`src/assert_macros.svh`:
```
// Assertion shorthands shared by the RTL; each expects clk and rst in scope.
`ifndef ASSERT_MACROS_SVH
`define ASSERT_MACROS_SVH

// Check a condition at every edge outside reset.
`define ASSERT_ALWAYS(label, cond, msg) \
  label: assert property (@(posedge clk) disable iff (rst) (cond)) else $error(msg);

// Check a consequence in the same cycle as its trigger.
`define ASSERT_IMPLIES(label, ante, cons, msg) \
  label: assert property (@(posedge clk) disable iff (rst) (ante) |-> (cons)) \
    else $error(msg);

// Check a consequence in the cycle after its trigger.
`define ASSERT_NEXT(label, ante, cons, msg) \
  label: assert property (@(posedge clk) disable iff (rst) (ante) |=> (cons)) \
    else $error(msg);

`endif

```
`src/lkv_pkg.sv`:
```
`default_nettype none

package lkv_pkg;

  localparam int CAP_W = 5;
  localparam int KEY_W = 32;
  localparam int VAL_W = 32;

  // Operation codes
  localparam logic OP_GET = 1'b0;
  localparam logic OP_PUT = 1'b1;

  localparam logic [CAP_W-1:0] CAP_RESET  = 5'd16;
  localparam logic [VAL_W-1:0] MISS_VALUE = '1;

  // Commands from the controller to the datapath
  typedef struct packed {
    logic load;     // latch the incoming item
    logic match;    // register the compare results
    logic apply;    // update entries and read or write the value store
    logic cfg_wr;   // take a new capacity
    logic trim;     // drop the oldest entry while above capacity
  } cmd_t;

  // Status from the datapath to the controller
  typedef struct packed {
    logic over_cap;
  } sts_t;

endpackage

`default_nettype wire

```
`src/lkv_ctrl.sv`:
```
`default_nettype none

`include "assert_macros.svh"

module lkv_ctrl (
  input  wire           clk,
  input  wire           rst,
  input  wire           in_valid,
  output logic          in_stall,
  output logic          out_valid,
  input  wire           out_stall,
  input  wire           cfg_valid,
  output logic          cfg_ready,
  output lkv_pkg::cmd_t cmd,
  input  lkv_pkg::sts_t sts
);
  import lkv_pkg::*;

  localparam logic [2:0] S_IDLE  = 3'd0;
  localparam logic [2:0] S_MATCH = 3'd1;
  localparam logic [2:0] S_APPLY = 3'd2;
  localparam logic [2:0] S_OUT   = 3'd3;
  localparam logic [2:0] S_TRIM  = 3'd4;

  logic [2:0] state;
  logic [2:0] state_next;
  logic       in_fire;
  logic       cfg_fire;

  // Handshakes: a configuration beat wins over an item in the same cycle
  assign cfg_ready = (state == S_IDLE);
  assign in_stall  = !((state == S_IDLE) && !cfg_valid);
  assign out_valid = (state == S_OUT);
  assign in_fire   = in_valid && !in_stall;
  assign cfg_fire  = cfg_valid && cfg_ready;

  // Advance through the item and capacity-write sequences
  always_comb begin
    state_next = state;
    case (state)
      S_IDLE: begin
        if (cfg_fire) begin
          state_next = S_TRIM;
        end else if (in_fire) begin
          state_next = S_MATCH;
        end
      end
      S_MATCH: state_next = S_APPLY;
      S_APPLY: state_next = S_OUT;
      S_OUT: begin
        if (!out_stall) begin
          state_next = S_IDLE;
        end
      end
      S_TRIM: begin
        if (!sts.over_cap) begin
          state_next = S_IDLE;
        end
      end
      default: state_next = S_IDLE;
    endcase
  end

  always_ff @(posedge clk) begin
    if (rst) begin
      state <= S_IDLE;
    end else begin
      state <= state_next;
    end
  end

  // Drive datapath commands
  always_comb begin
    cmd        = '0;
    cmd.load   = in_fire;
    cmd.match  = (state == S_MATCH);
    cmd.apply  = (state == S_APPLY);
    cmd.cfg_wr = cfg_fire;
    cmd.trim   = (state == S_TRIM);
  end

  `ASSERT_IMPLIES(a_busy_stalls, state != S_IDLE, in_stall, "item taken while busy")
  `ASSERT_NEXT(a_accept_matches, in_fire, state == S_MATCH, "accepted item not matched")
  `ASSERT_NEXT(a_cfg_trims, cfg_fire, state == S_TRIM && !out_valid, "capacity write not trimmed")

endmodule

`default_nettype wire

```
`src/lkv_dpath.sv`:
```
`default_nettype none

`include "assert_macros.svh"

module lkv_dpath #(
  parameter int ENTRIES = 16
) (
  input  wire                                clk,
  input  wire                                rst,
  input  lkv_pkg::cmd_t                      cmd,
  output lkv_pkg::sts_t                      sts,
  input  wire                                opcode,
  input  wire signed [lkv_pkg::KEY_W-1:0]    lookup_key,
  input  wire signed [lkv_pkg::VAL_W-1:0]    write_value,
  input  wire        [lkv_pkg::CAP_W-1:0]    capacity,
  output logic                               found,
  output logic signed [lkv_pkg::VAL_W-1:0]   read_value
);
  import lkv_pkg::*;

  localparam int IDX_W = (ENTRIES > 1) ? $clog2(ENTRIES) : 1;
  localparam int CNT_W = $clog2(ENTRIES + 1);

  // Latched item
  logic             op_q;
  logic [KEY_W-1:0] key_q;
  logic [VAL_W-1:0] val_q;

  // Entry state
  logic [KEY_W-1:0]   keys   [ENTRIES];
  logic [IDX_W-1:0]   rank   [ENTRIES];
  logic [VAL_W-1:0]   values [ENTRIES];
  logic [ENTRIES-1:0] valid;
  logic [CNT_W-1:0]   live;
  logic [CAP_W-1:0]   cap;

  // Compare results
  logic [ENTRIES-1:0] hit_vec;
  logic [ENTRIES-1:0] old_oh;
  logic [ENTRIES-1:0] free_oh;
  logic [IDX_W-1:0]   hit_enc;
  logic [IDX_W-1:0]   old_enc;
  logic [IDX_W-1:0]   free_enc;
  logic [IDX_W-1:0]   hit_rank_c;
  logic [IDX_W-1:0]   old_rank;
  logic [CNT_W-1:0]   eff_cap;
  logic               full;

  // Registered match
  logic               hit_q;
  logic [IDX_W-1:0]   hit_idx;
  logic [IDX_W-1:0]   hit_rank;
  logic [ENTRIES-1:0] slot_oh;
  logic [IDX_W-1:0]   slot_idx;
  logic               fill_q;

  // Result
  logic             found_q;
  logic             use_rdata;
  logic [VAL_W-1:0] rdata;

  logic upd_rank;
  logic new_entry;

  // Clamp capacity to 1 .. ENTRIES
  always_comb begin
    if (cap == '0) begin
      eff_cap = CNT_W'(1);
    end else if (32'(cap) > 32'(ENTRIES)) begin
      eff_cap = CNT_W'(ENTRIES);
    end else begin
      eff_cap = CNT_W'(cap);
    end
  end

  assign full         = (live >= eff_cap);
  assign sts.over_cap = (live > eff_cap);
  assign old_rank     = IDX_W'(live - CNT_W'(1));

  // Compare every entry in parallel; the oldest live entry has rank live-1
  always_comb begin
    for (int i = 0; i < ENTRIES; i++) begin
      hit_vec[i] = valid[i] && (keys[i] == key_q);
      old_oh[i]  = valid[i] && (rank[i] == old_rank);
    end
  end

  // Lowest free slot as a one-hot
  assign free_oh = ~valid & (valid + ENTRIES'(1));

  // Encode one-hots to indexes
  always_comb begin
    hit_enc    = '0;
    old_enc    = '0;
    free_enc   = '0;
    hit_rank_c = '0;
    for (int i = 0; i < ENTRIES; i++) begin
      if (hit_vec[i]) begin
        hit_enc    = hit_enc | IDX_W'(i);
        hit_rank_c = hit_rank_c | rank[i];
      end
      if (old_oh[i]) begin
        old_enc = old_enc | IDX_W'(i);
      end
      if (free_oh[i]) begin
        free_enc = free_enc | IDX_W'(i);
      end
    end
  end

  // Latch the item
  always_ff @(posedge clk) begin
    if (cmd.load) begin
      op_q  <= opcode;
      key_q <= lookup_key;
      val_q <= write_value;
    end
  end

  // Register the match and pick the target slot
  always_ff @(posedge clk) begin
    if (cmd.match) begin
      hit_q    <= |hit_vec;
      hit_idx  <= hit_enc;
      hit_rank <= hit_rank_c;
      fill_q   <= !full;
      if (|hit_vec) begin
        slot_oh  <= hit_vec;
        slot_idx <= hit_enc;
      end else if (full) begin
        slot_oh  <= old_oh;
        slot_idx <= old_enc;
      end else begin
        slot_oh  <= free_oh;
        slot_idx <= free_enc;
      end
    end
  end

  assign upd_rank  = cmd.apply && ((op_q == OP_PUT) || hit_q);
  assign new_entry = cmd.apply && (op_q == OP_PUT) && !hit_q;

  // Valid bits, live count and capacity
  always_ff @(posedge clk) begin
    if (rst) begin
      valid <= '0;
      live  <= '0;
      cap   <= CAP_RESET;
    end else begin
      if (cmd.cfg_wr) begin
        cap <= capacity;
      end
      if (cmd.trim && sts.over_cap) begin
        valid <= valid & ~old_oh;
        live  <= live - CNT_W'(1);
      end
      if (new_entry && fill_q) begin
        valid <= valid | slot_oh;
        live  <= live + CNT_W'(1);
      end
    end
  end

  // Promote the target slot; push newer entries back by one
  always_ff @(posedge clk) begin
    if (upd_rank) begin
      for (int i = 0; i < ENTRIES; i++) begin
        if (slot_oh[i]) begin
          rank[i] <= '0;
        end else if (valid[i] && (!hit_q || (rank[i] < hit_rank))) begin
          rank[i] <= rank[i] + IDX_W'(1);
        end
      end
    end
  end

  // Store a new key
  always_ff @(posedge clk) begin
    if (new_entry) begin
      keys[slot_idx] <= key_q;
    end
  end

  // Value store: write on put, registered read on get hit
  always_ff @(posedge clk) begin
    if (cmd.apply) begin
      if (op_q == OP_PUT) begin
        values[slot_idx] <= val_q;
      end else if (hit_q) begin
        rdata <= values[hit_idx];
      end
    end
  end

  // Result register
  always_ff @(posedge clk) begin
    if (cmd.apply) begin
      found_q   <= hit_q;
      use_rdata <= hit_q && (op_q == OP_GET);
    end
  end

  assign found      = found_q;
  assign read_value = use_rdata ? rdata : MISS_VALUE;

  `ASSERT_ALWAYS(a_live_count, $countones(valid) == int'(live), "live count off")
  `ASSERT_ALWAYS(a_hit_unique, $onehot0(hit_vec), "key held twice")
  `ASSERT_IMPLIES(a_fill_free, new_entry && fill_q, (slot_oh & valid) == '0, "fill of used slot")

endmodule

`default_nettype wire

```
`src/lru_key_value_cache.sv`:
```
// Channel   Dir  Handshake             Beat payload
// in        in   in_valid / in_stall   opcode, lookup_key, write_value
// out       out  out_valid / out_stall found, read_value
// cfg       in   cfg_valid / cfg_ready capacity
//
// An item passes through accept, key compare, entry update with value store
// access and result before the next item beat is taken. The one-at-a-time
// sequencer takes no new item or capacity beat while one is in flight.
// A capacity write goes to the trim state, which drops the oldest entries
// until the live count is within capacity before the next beat is taken.
// Reset is synchronous and clears all entries; capacity returns to 16.
// A stalled result holds, and no item is taken until it leaves.
`default_nettype none

module lru_key_value_cache #(
  parameter int ENTRIES = 16
) (
  input  wire                              clk,
  input  wire                              rst,
  input  wire                              in_valid,
  output logic                             in_stall,
  input  wire                              opcode,
  input  wire signed [lkv_pkg::KEY_W-1:0]  lookup_key,
  input  wire signed [lkv_pkg::VAL_W-1:0]  write_value,
  output logic                             out_valid,
  input  wire                              out_stall,
  output logic                             found,
  output logic signed [lkv_pkg::VAL_W-1:0] read_value,
  input  wire                              cfg_valid,
  output logic                             cfg_ready,
  input  wire        [lkv_pkg::CAP_W-1:0]  capacity
);
  import lkv_pkg::*;

  cmd_t cmd;
  sts_t sts;

  lkv_ctrl u_ctrl (
    .clk       (clk),
    .rst       (rst),
    .in_valid  (in_valid),
    .in_stall  (in_stall),
    .out_valid (out_valid),
    .out_stall (out_stall),
    .cfg_valid (cfg_valid),
    .cfg_ready (cfg_ready),
    .cmd       (cmd),
    .sts       (sts)
  );

  lkv_dpath #(
    .ENTRIES (ENTRIES)
  ) u_dpath (
    .clk         (clk),
    .rst         (rst),
    .cmd         (cmd),
    .sts         (sts),
    .opcode      (opcode),
    .lookup_key  (lookup_key),
    .write_value (write_value),
    .capacity    (capacity),
    .found       (found),
    .read_value  (read_value)
  );

endmodule

`default_nettype wire

```
`config.mk`:
```
export PLATFORM = sky130hd
export DESIGN_NAME = lru_key_value_cache
export DESIGN_NICKNAME = d
export VERILOG_FILES = /design/src/lkv_pkg.sv /design/src/lkv_ctrl.sv /design/src/lkv_dpath.sv /design/src/lru_key_value_cache.sv
export VERILOG_INCLUDE_DIRS = /design/src /design/src/src
export SDC_FILE = /design/constraint.sdc
export NUM_CORES = 2
export LEC_CHECK = 0
export BUFFER_PORTS_ARGS = -buffer_cell sky130_fd_sc_hd__buf_2
export CAP_MARGIN = 20
export CORE_MARGIN = 3
export CORE_UTILIZATION = 40
export DETAILED_ROUTE_END_ITERATION = 6
export PLACE_DENSITY = 0.56
export SYNTH_ARGS = -nofsm -noshare
export SYNTH_HDL_FRONTEND = slang
export SYNTH_SLANG_ARGS = --single-unit
export TNS_END_PERCENT = 20
```
`constraint.sdc`:
```
create_clock -name clk -period 5 [get_ports clk]
set_input_delay 0.5 -clock clk [delete_from_list [all_inputs] [get_ports clk]]
set_output_delay 0.5 -clock clk [all_outputs]
set_load 0.01 [all_outputs]
```
=== Word-level counts from Yosys, hierarchy flattened ===
Memories as Yosys holds them, arrays and structs flattened. A register that Yosys moved wholly into a read port is not among the register bits.
Cells that the tools add are included.

* Bits in registers: 126
* Memory bits (writable): 1088
* Word-level logic and storage cells: 426
* Memories: 3

* Add/subtract/negate cells: 19
* Magnitude comparators: 19
* Eq/ne operators: 39
* Muxes and demuxes: 210
* Bitwise logic cells: 37
* Reductions and logical operators: 84

{| class="wikitable"
|+ Memories
! name !! depth !! bits a word !! read ports !! clocked after Yosys merged registers in !! write ports !! RTL line !! RTL
|-
| u_dpath.keys || 16 || 32 || 16 || 0 || 1 || lkv_dpath.sv:30 || <nowiki>logic [KEY_W-1:0] keys [ENTRIES];</nowiki>
|-
| u_dpath.values || 16 || 32 || 1 || 1 || 1 || lkv_dpath.sv:32 || <nowiki>logic [VAL_W-1:0] values [ENTRIES];</nowiki>
|-
| u_dpath.rank || 16 || 4 || 16 || 0 || 16 || lkv_dpath.sv:31 || <nowiki>logic [IDX_W-1:0] rank [ENTRIES];</nowiki>
|}

{| class="wikitable"
|+ Operators by type and width
! cell !! number
|-
| 32-bit == test || 16
|-
| 4-bit two-way mux || 58
|-
| 1-bit two-way mux || 120
|-
| 4-bit by 1-bit adder with 4-bit output (second input constant) || 16
|-
| 4-bit == test || 16
|-
| 4-bit less-than comparator || 16
|-
| 16-bit two-way mux || 4
|-
| 4-bit OR || 15
|-
| 1-bit logical AND || 57
|-
| 3-bit two-way mux || 16
|-
| 16-bit AND || 2
|-
| 32-bit two-way mux || 1
|-
| 16-bit inverter || 2
|-
| 5-bit two-way mux || 4
|-
| 1-bit logical OR || 17
|-
| 16-bit by 1-bit adder with 16-bit output (second input constant) || 1
|-
| 1-bit OR || 16
|-
| 16-bit OR || 1
|-
| 16-bit OR reduction || 1
|-
| 3-bit one-hot mux with 5 select lines || 1
|-
| 2-bit two-way mux || 6
|-
| 3-bit by 2-bit == test with 1-bit output (second input constant) || 2
|-
| 3-bit AND reduction || 2
|-
| 5-bit by 1-bit adder with 5-bit output (second input constant) || 1
|-
| 13 further kinds || 17
|}

=== Longest topological paths before layout ===
An unclocked memory read counts as a cell.

* Depth after elaboration: 34
* Gate-level depth with buffers: 13

=== Cells and area by module ===
Synthesis repeated with hierarchy kept, for this count alone.

* Cell total of the unflattened synthesis: 3034
* Area, all modules: 52484.1 sq um

{| class="wikitable"
|+ Modules (own cells, without submodules)
! module !! times used !! cells each !! area each (sq um) !! seq. area each (sq um)
|-
| lkv_dpath || 1 || 3009 || 52265.1 || 37065.5
|-
| lkv_ctrl || 1 || 25 || 219.0 || 60.1
|}

=== Worst setup path before layout ===
No wires, ideal clock.

* Path type: reg-to-reg
* Start point: reg u_ctrl.state[2]
* End point: reg u_dpath.key_q[0] (enable)
* Data arrival time: 3.815 ns
* Data required time: 4.511 ns
* Setup slack: 0.697 ns
* Stages on the path, launching flop included: 5
* Path buffers: 1
* Period minus slack after synthesis: 4.303 ns
* Path through: dfxtp_1 -> clkbuf_1 -> nor3_1 -> nand2b_1 -> nor2_1

* Longest elaborated chain between the ends: 3

{| class="wikitable"
|+ RTL lines
! what !! RTL line !! RTL
|-
| start, declared || lkv_ctrl.sv:25 || <nowiki>logic [2:0] state;</nowiki>
|-
| start signal, assigned || lkv_ctrl.sv:68 || <nowiki>state <= state_next;</nowiki>
|-
| 3-bit zero test || n/a ||
|-
| named net cfg_ready || lru_key_value_cache.sv:30 || <nowiki>output logic cfg_ready,</nowiki>
|-
| 1-bit logical AND || lkv_ctrl.sv:32 || <nowiki>assign in_stall = !((state == S_IDLE) && !cfg_valid);</nowiki>
|-
| 1-bit logical AND || lkv_ctrl.sv:34 || <nowiki>assign in_fire = in_valid && !in_stall;</nowiki>
|-
| named net u_ctrl.in_fire || lkv_ctrl.sv:27 || <nowiki>logic in_fire;</nowiki>
|-
| end signal, assigned || lkv_dpath.sv:115 || <nowiki>key_q <= lookup_key;</nowiki>
|-
| end, declared || lkv_dpath.sv:26 || <nowiki>logic [KEY_W-1:0] key_q;</nowiki>
|}

The timed path passes the listed nets, and every way through them passes these cells.
A chain may end at the register's enable or synchronous reset.

=== Worst setup path in the final report ===
* Start point: reg u_dpath.key_q[6]
* End point: reg u_dpath.slot_idx[0] (data pin)

* Longest elaborated chain between the ends: 18

{| class="wikitable"
|+ RTL lines
! what !! RTL line !! RTL
|-
| 32-bit == test || lkv_dpath.sv:83 || <nowiki>hit_vec[i] = valid[i] && (keys[i] == key_q);</nowiki>
|-
| 1-bit logical AND || lkv_dpath.sv:83 ||
|-
| 1-bit two-way mux || lkv_dpath.sv:98 || <nowiki>if (hit_vec[i]) begin</nowiki>
|-
| 2-bit two-way mux (2 in a row) || lkv_dpath.sv:98 ||
|-
| 3-bit two-way mux (4 in a row) || lkv_dpath.sv:98 ||
|-
| 4-bit two-way mux (8 in a row) || lkv_dpath.sv:98 ||
|-
| 4-bit two-way mux (*) || lkv_dpath.sv:127 || <nowiki>if (|hit_vec) begin</nowiki>
|-
| end signal, assigned || lkv_dpath.sv:129 || <nowiki>slot_idx <= hit_enc;</nowiki>
|-
| end signal, assigned || lkv_dpath.sv:132 || <nowiki>slot_idx <= old_enc;</nowiki>
|-
| end signal, assigned || lkv_dpath.sv:135 || <nowiki>slot_idx <= free_enc;</nowiki>
|-
| end, declared || lkv_dpath.sv:54 || <nowiki>logic [IDX_W-1:0] slot_idx;</nowiki>
|}

Mark *: on every way between the ends. The rest lies on a longest branch, timed or not.

==> impl_metrics.ini <==
[finish]
stdcell_area_sq_um = 60720
nets = 3460
fin_cells = 5160
mostFrequentLayoutCell = edfxtp_1
nFillCells = 11080
layout_common_cells = edfxtp_1 (1,217), xor2_1 (529), mux4_2 (160)
diodes = 0
layout-drive-gt1-share_pct = 18.81
areaGrowthSynthToFinish_pct = 14.97

[synth]
synth_ff_type = edfxtp_1
netlist_instances = 3028
avgSynthCellArea_sq_um = 17.44
yosysSeqAreaShare_pct = 70.30
synth_enable_flop_cells = 1217
syn_nets = 3174
synthArstFlopShare_pct = 0
synth-seq-cells = 1246
netlist-cell-type-count = 74
yosys_warnings = 0
syn_area_sq_um = 52810

[critical_path]
start_kind = register
r2r_cells = 8
worstSetupPathType = register to register
startpoint = u_dpath.key_q[6]
arrival_ps = 4400
end_kind = register
r2r_start = u_dpath.key_q[6]
crit_required_ps = 5480
path_max_fanout = 24

[placed_design]
place_ws_ps = 1174
dp_hpwl_mm = 81.13
place_area_sq_um = 55820
io_buffers = 110
place_inst = 4850
routabilityCongestion = 0.9045

[detailed_routing]
ant_nets = 0
drt_pre_antenna_iters = 7
viasPerCell = 5.424
wl_per_cell_um = 26.12
routed_wl_mm = 134.8
vias = 27990
drtIter0Drc = 2732
drcViolationCount = 9

[sta]
finalSetupViolations = 0
tightestPinTransition_ps = 1129
period_share_pct = 78.28
timing.hold.ws_ps = 79.43
clock_skew_ps = 34.35
hold_viol = 0
final.setup.worst_slack_ps = 1086
tns_ps = 0
clock.fmax_ghz = 0.2555
grt_setup_unrepaired = false
relSlewSlack_pct = 24.77
min_period_ps = 3914
report.final.slew_viol_count = 0

[min_path]
hp-class = primary input to register
holdPathStages = 1
min_from = write_value[0]

[global_routing]
grt_max_degree = 129
grt_pass1_wl_mm = 197.2
grt_usage_pct = 19.74
antenna_found_initial = 5
grt-ovfl-total = 0
first_global_vias = 28410

[power_and_ir_drop]
leakage_nw = 20.19
power.density_nw_per_um2 = 375.4
ir_drop_mv = 0.3493

[clocking]
numCtsBuffers = 134
cts_tree = built
cts_htree_levels = 4
cts_buffer_depth = 3
cts_root_buf = clkbuf_16
clk_latency_ps = 760
numClockSinks = 1246
path_clk_slew_ps = 60

[die]
die_h_um = 369.4
die_area_sq_um = 136400
coreArea_sq_um = 130300
ioPinCount = 111
num_rows = 132
die_w_um = 369.4
start_util_pct = 40.53

[status]
violations = design-rule violations
status = finished with violations

[run]
cap_violations = 0
where the power goes:
part	internal, mW	switching (mW)
registers	11.6	0.203
clock network	5.46	4.02
logic	0.607	0.881
critical path: stages (launching register included):
cell and delay, ps:
edfxtp_1 670, buf_4 460, xor2_1 130, nor4_1 500, nand4_1 210, nor3_2 730
or4_1 250, nand4b_2 460, o211ai_1 180
routing by layer:
layer | track usage [%] | vias up | routed length (um)
li1 | - | 12260 | -
met1 | 28.54 | 14600 | 60780
met2 | 31.32 | 938 | 63750
met3 | 2.991 | 185 | 7560
met4 | 5.166 | 0 | 2677
met5 | 0 | - | 0
cell usage after synthesis, drive strengths merged (3+ instances only):
cell	instances	share of area (%)
and2	9	0.12
nor2	106	0.75
o21bai	18	0.26
mux4	160	6.8
nand3	53	0.50
nand2b	54	0.64
a21oi	44	0.42
dfxtp	29	1.1
nor4	124	1.5
a311oi	4	0.066
a31oi	5	0.059
xnor2	71	1.2
a21o	17	0.24
nand2	63	0.45
o21a	4	0.057
a22o	16	0.27
buf	96	1.4
nor3	62	0.69
nand3b	3	0.043
a211oi	16	0.23
and4	9	0.15
and3	6	0.071
o21ai	20	0.19
xor2	529	8.8
o211ai	4	0.057
edfxtp	1217	69
a221oi	16	0.27
inv	29	0.21
nor3b	4	0.076
or2	5	0.059
nand4b	21	0.36
ha	71	1.7
nand4	28	0.33
mux2i	7	0.13
nor2b	19	0.23
clkbuf	51	0.36
xnor3	10	0.43
state kept, by name (all words and copies together) (netlist names), 16 cells and up:
signal,count
u_dpath.rank,64
u_dpath.slot_oh,16
u_dpath.key_q,32
u_dpath.val_q,32
u_dpath.valid,16
u_dpath.values,512
u_dpath.rdata,32
u_dpath.keys,512
cells by family (layout without fill, tap and decap cells):
logic type	count (synthesis)	after routing	share of synthesized area (%)
buffers and inverters	176	566	1.974
multiplexers	169	169	6.999
AO/OA/AOI/OAI	183	183	2.443
adder cells (fa/ha/maj)	71	71	1.682
AND/OR/NAND/NOR	572	572	6.108
flip-flops	1246	1246	70.30
XOR/XNOR	611	611	10.49
final cells by class:
type	count	area, sq um	share of cell area (%)
clock buffer	161	3540	5.830
clock inverter	79	633.1	1.043
inverter	29	108.9	0.1793
multi-input combinational	1606	14860	24.47
sequential	1246	37130	61.15
tap	1742	2180	3.590
timing repair buffer	297	2270	3.738
worst paths after layout:
path | endpoint | slack (ps)
max | u_dpath.slot_idx[0] | 1090
min | u_dpath.val_q[0] | 80
max reg2reg | u_dpath.slot_idx[0] | 1090
min reg2reg | u_dpath.keys[8][26] | 500
stage by stage:
step | utilization (%) | total power [mW]
3_5_place_dp | 42.84 | 13.49
3_3_place_gp | 42.84 | 13.45
5_1_grt | 46.59 | 23.57
2_1_floorplan | - | 12.95
6_report | 46.59 | 22.79
4_1_cts | 46.57 | 23.03
what timing repair did:
item	CTS	global route
gates resized for setup	0	0
hold endpoints to repair	69	0
buffers inserted	0	0
hold buffers	69	0
(Power assumes the default switching activity.)
